==> src/rtl/dcos_pkg.sv <==
package dcos_pkg;

  localparam int MAX_TASKS_DEF = 64;
  localparam int MODE_W        = 2;
  localparam int TASK_W        = 7;
  localparam int PAIR_W        = 11;
  localparam int STR_W         = 17;
  localparam int QW            = STR_W;
  localparam int SW            = $clog2(QW);

  localparam logic [TASK_W-1:0] TASK_COUNT_RST = 7'd64;

  typedef enum logic [MODE_W-1:0] {
    MODE_ADD   = 2'd0,
    MODE_COMP  = 2'd1,
    MODE_CLEAR = 2'd2
  } mode_t;

  typedef enum logic [1:0] {
    RES_NONE = 2'd0,
    RES_OK   = 2'd1,
    RES_BAD  = 2'd2,
    RES_COMP = 2'd3
  } res_sel_t;

  typedef struct packed {
    logic     edge_rd;
    logic     edge_wr;
    logic     clear;
    logic     comp_start;
    logic     row_rd;
    logic     row_ld;
    logic     scan;
    logic     row_wr;
    logic     den;
    logic     div_step;
    res_sel_t res_sel;
  } cmd_t;

  typedef struct packed {
    logic edge_ok;
    logic scan_last;
    logic row_last;
    logic div_last;
  } stat_t;

endpackage

==> src/rtl/dcos_ctrl.sv <==
module dcos_ctrl (
  input  logic                         clk,
  input  logic                         rst_n,
  input  logic                         start,
  input  logic [dcos_pkg::MODE_W-1:0]  in_mode,
  input  dcos_pkg::stat_t              stat,
  output dcos_pkg::cmd_t               cmd,
  output logic                         busy,
  output logic                         out_valid
);

  typedef enum logic [2:0] {
    S_IDLE,
    S_EDGE_WR,
    S_ROW_RD,
    S_ROW_LD,
    S_SCAN,
    S_ROW_WR,
    S_DEN,
    S_DIV
  } state_t;

  state_t state_r, state_nxt;
  logic   busy_r;
  logic   out_valid_r, out_valid_nxt;
  logic   acc;

  assign acc = start & ~busy_r;

  always_comb begin
    state_nxt     = state_r;
    cmd           = '0;
    out_valid_nxt = 1'b0;
    case (state_r)
      S_IDLE: begin
        if (acc) begin
          case (in_mode)
            dcos_pkg::MODE_ADD: begin
              if (stat.edge_ok) begin
                cmd.edge_rd = 1'b1;
                state_nxt   = S_EDGE_WR;
              end else begin
                cmd.res_sel   = dcos_pkg::RES_BAD;
                out_valid_nxt = 1'b1;
              end
            end
            dcos_pkg::MODE_COMP: begin
              cmd.comp_start = 1'b1;
              state_nxt      = S_ROW_RD;
            end
            dcos_pkg::MODE_CLEAR: begin
              cmd.clear     = 1'b1;
              cmd.res_sel   = dcos_pkg::RES_OK;
              out_valid_nxt = 1'b1;
            end
            default: begin
              cmd.res_sel   = dcos_pkg::RES_OK;
              out_valid_nxt = 1'b1;
            end
          endcase
        end
      end
      S_EDGE_WR: begin
        cmd.edge_wr   = 1'b1;
        cmd.res_sel   = dcos_pkg::RES_OK;
        out_valid_nxt = 1'b1;
        state_nxt     = S_IDLE;
      end
      S_ROW_RD: begin
        cmd.row_rd = 1'b1;
        state_nxt  = S_ROW_LD;
      end
      S_ROW_LD: begin
        cmd.row_ld = 1'b1;
        state_nxt  = S_SCAN;
      end
      S_SCAN: begin
        cmd.scan = 1'b1;
        if (stat.scan_last) begin
          state_nxt = S_ROW_WR;
        end
      end
      S_ROW_WR: begin
        cmd.row_wr = 1'b1;
        state_nxt  = stat.row_last ? S_DEN : S_ROW_RD;
      end
      S_DEN: begin
        cmd.den   = 1'b1;
        state_nxt = S_DIV;
      end
      S_DIV: begin
        cmd.div_step = 1'b1;
        if (stat.div_last) begin
          cmd.res_sel   = dcos_pkg::RES_COMP;
          out_valid_nxt = 1'b1;
          state_nxt     = S_IDLE;
        end
      end
      default: begin
        state_nxt = S_IDLE;
      end
    endcase
  end

  always_ff @(posedge clk) begin
    if (!rst_n) begin
      state_r     <= S_IDLE;
      busy_r      <= 1'b0;
      out_valid_r <= 1'b0;
    end else begin
      state_r     <= state_nxt;
      busy_r      <= (state_nxt != S_IDLE);
      out_valid_r <= out_valid_nxt;
    end
  end

  assign busy      = busy_r;
  assign out_valid = out_valid_r;

`ifndef SYNTHESIS
  a_edge_beat: assert property (@(posedge clk) disable iff (!rst_n)
    (state_r == S_EDGE_WR) |=> (out_valid && !busy))
    else $error("edge write not followed by result beat");

  a_clear_beat: assert property (@(posedge clk) disable iff (!rst_n)
    (acc && in_mode == dcos_pkg::MODE_CLEAR) |=> (out_valid && !busy))
    else $error("clear item did not give a beat");

  a_comp_start: assert property (@(posedge clk) disable iff (!rst_n)
    (acc && in_mode == dcos_pkg::MODE_COMP) |=> (busy && !out_valid && state_r == S_ROW_RD))
    else $error("compute item did not start row walk");

  a_busy_match: assert property (@(posedge clk) disable iff (!rst_n)
    busy == (state_r != S_IDLE))
    else $error("busy out of step with state");
`endif

endmodule

==> config.mk <==
export PLATFORM = sky130hd
export DESIGN_NAME = dcos_ctrl
export DESIGN_NICKNAME = d
export VERILOG_FILES = /design/src/rtl/dcos_pkg.sv /design/src/rtl/dcos_ctrl.sv
export SDC_FILE = /design/constraint.sdc
export NUM_CORES = 1
export LEC_CHECK = 0
export BUFFER_PORTS_ARGS = -buffer_cell sky130_fd_sc_hd__buf_2
export CORE_AREA = 4 4 41 43
export CTS_BUF_LIST = sky130_fd_sc_hd__clkbuf_4 sky130_fd_sc_hd__clkbuf_8
export CTS_CLUSTER_SIZE = 20
export DETAILED_ROUTE_END_ITERATION = 16
export DIE_AREA = 0 0 45 47
export MAX_ROUTING_LAYER = met4
export PLACE_DENSITY = 0.64
export SLEW_MARGIN = 5
export SYNTH_ARGS = -nofsm -noshare
export SYNTH_HDL_FRONTEND = slang
export SYNTH_SLANG_ARGS = --single-unit
==> constraint.sdc <==
create_clock -name clk -period 2.5 [get_ports clk]
set_clock_uncertainty 0.15 [all_clocks]
set_input_delay 0.125 -clock clk [delete_from_list [all_inputs] [get_ports clk]]
set_output_delay 0.125 -clock clk [all_outputs]
set_load 0.01 [all_outputs]
# Word level (Yosys, flattened, before mapping)
# Index checks and enable logic that the tools add are counted.
[op_classes]
addsub = 0
multipliers = 0
div_mod_pow = 0
magnitude_cmp = 0
eq_ne = 9
shift = 0
muxes = 32
bitwise_logic = 2
reduce_logical = 3
[op_table]
columns = ["operator", "count"]
rows = [
  ["case mux 3 bit (8 select lines)", 1],
  ["two-way mux 1 bit", 16],
  ["two-way mux 3 bit", 5],
  ["== test 3 bit (second input constant)", 4],
  ["two-way mux 2 bit", 5],
  ["== test 3 x 2 -> 1 bit (second input constant)", 2],
  ["case mux 2 bit (3 select lines)", 1],
  ["case mux 3 bit (2 select lines)", 1],
  ["case mux 2 bit (2 select lines)", 1],
  ["== test 3 x 1 -> 1 bit (second input constant)", 1],
  ["zero test 3 bit", 1],
  ["case mux 1 bit (3 select lines)", 1],
  ["nonzero test 3 bit", 1],
  ["== test 2 x 1 -> 1 bit (second input constant)", 1],
  ["== test 2 bit (second input constant)", 1],
  ["zero test 2 bit", 1],
  ["case mux 1 bit (2 select lines)", 1],
  ["AND 1 bit", 1],
  ["NOT 1 bit", 1],
]
[word_totals]
reg_bits = 5
latchBits = 0
ram_bits = 0
romBits = 0
output_inout_bits = 14
n_memories = 0

# Longest topological paths before layout
[logic_depth]
depth_word = 5
mapped_depth = 5
depth_no_buf = 4

# Worst setup path after synthesis
# Ideal clock, no wire load.
[synth_timing]
path_type = "reg2reg"
startpoint = "register busy_r (netlist: busy)"
endpoint = "register busy_r (netlist: busy)"
setup_time_ns = 0.127
arrival_ns = 1.248
required_ns = 2.223
setup_slack_ns = 0.975
path_stages_with_launch = 5
n_path_buf = 0
path_cell_list = "dfxtp_1 -> or3b_4 -> and4bb_4 -> o21a_2 -> or3_1"
[synth_via]
elab_chain_cells = 5
[synth_rtl]
columns = ["item", "line_no", "rtl"]
rows = [
  ["start, declared", "dcos_ctrl.sv:24", "logic busy_r;"],
  ["start signal, assigned", "dcos_ctrl.sv:112", "busy_r <= (state_nxt != S_IDLE);"],
  ["NOT 1 bit", "dcos_ctrl.sv:28", "assign acc = start & ~busy_r;"],
  ["AND 1 bit", "dcos_ctrl.sv:28", ""],
  ["two-way mux 3 bit", "dcos_ctrl.sv:36", "if (acc) begin"],
  ["case mux 3 bit (8 select lines)", "dcos_ctrl.sv:34", "case (state_r)"],
  ["nonzero test 3 bit", "dcos_ctrl.sv:112", ""],
]
# Every way passes these cells.
# A chain may end at the register's enable or synchronous reset.

==> flow_summary_export.csv <==
group,metric,value,unit
yosys,async_flop_share,0,
sta,final.setup.tns,0,ps
placed_design,place.gp.congestion,0.709,
clock_network,cts_resized,0,
global_routing,grt_use_total,0.0988,
die,initial_utilization,0.274,
yosys,synth_cell_types,26,
yosys,synthCells,45,
yosys,ys_seq_area_frac,0.281,
clock_network,cts_setup_buffers,0,
detailed_routing,drc,0,
sta,whs,16.1,ps
detailed_routing,route.detailed.wl_per_inst,11.2,µm
detailed_routing,dr_wl_met2,487,µm
pwr,ir_drop,0.000261,V
sta,rsz0062_at_grt,"no",
global_routing,grt_pass1_wl,1480,µm
clock_network,htree_levels,1,
die,die_x,45,µm
yosys,synthTopCellsByArea,"dfxtp_1 28%, nor3b_1 6.3%, nand2_1 5.3%, and3b_1 4.9%, and4bb_4 4.6%",
yosys,synth-edff-count,0,
sta,setup_viol,0,
detailed_routing,vias,398,
sta,slew_violations,0,
yosys,synth_top_area_share,0.281,
setup_path,setup.worst_path.class,"reg -> out",
global_routing,grt_max_degree,16,
clock_network,clkSlewWorstSetupHoldPaths,40,ps
yosys,synth_fp_nets,54,
cells_and_area,num-fill-cells,155,
die,io_pins,23,
sta,period_needed,1880,ps
cells_and_area,drive_above_1_share,0.441,
sta,timing.fmax,532,MHz
detailed_routing,top_layer,"met3",
global_routing,overflow,0,
clock_network,cts.path.max_buffers,2,
clock_network,cts_buffers,3,
die,rows,13,
worst_hold_path,min_path_cells,2,
clock_network,clk_latency,240,ps
sta,hold_viol,0,
detailed_routing,m1WireLength,385,µm
yosys,synth-seq-cells,5,
die,core,1300,µm²
detailed_routing,drt-pass1-iter-count,2,
sta,post-route-period-util,0.752,
sta,worst_slew_pin_slew,406,ps
placed_design,dp_hpwl,759,µm
sta,slew_headroom,0.729,
clock_network,tritoncts,"yes",
setup_path,endpoint_kind,"output port",
setup_path,start_kind,"flip-flop",
pwr,p_per_area,566,nW/µm²
cells_and_area,num_antenna_cells,0,
clock_network,cts_root_buf,"clkbuf_4",
yosys,avgSynthCellArea,7.92,µm²
yosys,synthTopCellsByCount,"5 x dfxtp_1, 5 x nand2_1, 4 x nor2_1, 3 x nor3b_1",
cells_and_area,nets,78,
yosys,yosysWarnings,0,
yosys,syn-cell-area,357,µm²
setup_path,reg2regPathDepth,4,
die,die_h,47,µm
placed_design,io_buffers,22,
setup_path,worst_ep_arrival_time,1610,ps
clock_network,cts_hold_buf,0,
run,timing.max_cap.violations,0,
detailed_routing,ant_nets,0,
detailed_routing,routed_via_density,4.80,
yosys,yosys.area.top_type,"dfxtp_1",
pwr,p_leak,0.275,nW
clock_network,clock-sinks,5,
global_routing,grt_pass1_vias,352,
worst_hold_path,hold_path.class,"in -> reg",
detailed_routing,routed_wl,927,µm
cells_and_area,fin_util,0.387,
pwr,finalPower,0.000285,W
setup_path,required,2230,ps
detailed_routing,drtIter0Drc,5,
yosys,synth_flop_cell,"dfxtp_1",
status,outcome,"finished clean",
detailed_routing,wl_met3,54,µm
cells_and_area,area_growth,41.1,%
global_routing,antenna_found_initial,0,
setup_path,worstPathMaxFanout,13,
die,die-area,2120,µm²
[worst paths after layout]
check,from,to,slack (ps)
setup / recovery,state_r[2],cmd[9],620
hold / removal,rst_n,state_r[0],20
setup reg to reg,state_r[0],busy,750
hold reg to reg,state_r[2],state_r[2],580
[critical path, stage by stage (launching register included)]
cell,delay [ps]
dfxtp_1,400
or3b_4,450
nor3_1,200
nand2_1,110
nor2_1,80
buf_2,130
[per-layer routing]
layer,vias to the layer above,GRT usage
met2,9,0.172
li1,209,-
met3,0,0.0268
met4,0,0.0526
met1,180,0.100
met5,-,-
[layout make-up]
| cell class | count | area, µm² | share of cell area |
|---|---|---|---|
| multi-input combinational | 37 | 244 | 0.485 |
| clock buffer | 4 | 30.0 | 0.0597 |
| sequential | 5 | 100 | 0.199 |
| tap | 15 | 18.8 | 0.0373 |
| timing repair buffer | 22 | 110 | 0.219 |
[where the power goes]
group	switching, W	internal (W)	leakage (nW)
sequential	0.0000153	0.0000899	0.0409
combinational	0.0000366	0.0000393	0.216
clock	0.0000327	0.0000711	0.0184
[state kept, by name, indices dropped and copies added, names as in the netlist]
register / flops
state_r: 3
out_valid: 1
busy: 1
[placed cells by master, fill, tap and decap left out, drive strengths merged]
cell    synthesis  routed
or3             1       1
buf             1      22
and4bb          1       1
nand2           5       5
o21ai           1       1
o21a            2       2
nor2b           1       1
a22o            1       1
nor3b           3       3
nand2b          1       1
nor3            2       2
dfxtp           5       5
a21bo           1       1
and3            2       2
o211ai          1       1
and3b           2       2
o311a           1       1
or3b            1       1
nor2            4       4
a21boi          2       2
clkbuf          2       4
o22ai           1       1
a21oi           2       2
and2            2       2
[per-stage QoR]
stage	setup slack, ps	std cells	cell area, µm²
3_5_place_dp	745	79	473
5_1_grt	523	83	503
2_1_floorplan	975	45	357
3_3_place_gp	795	79	473
6_report	619	83	503
4_1_cts	609	83	503
[cells by family after synthesis]
family | Yosys count | synth area share
AOI/OAI and AO/OA | 12 | 0.249
buffers and inverters | 3 | 0.0351
DFF | 5 | 0.281
and+or+nand+nor | 25 | 0.435
Power figures use the tool's default switching activity.
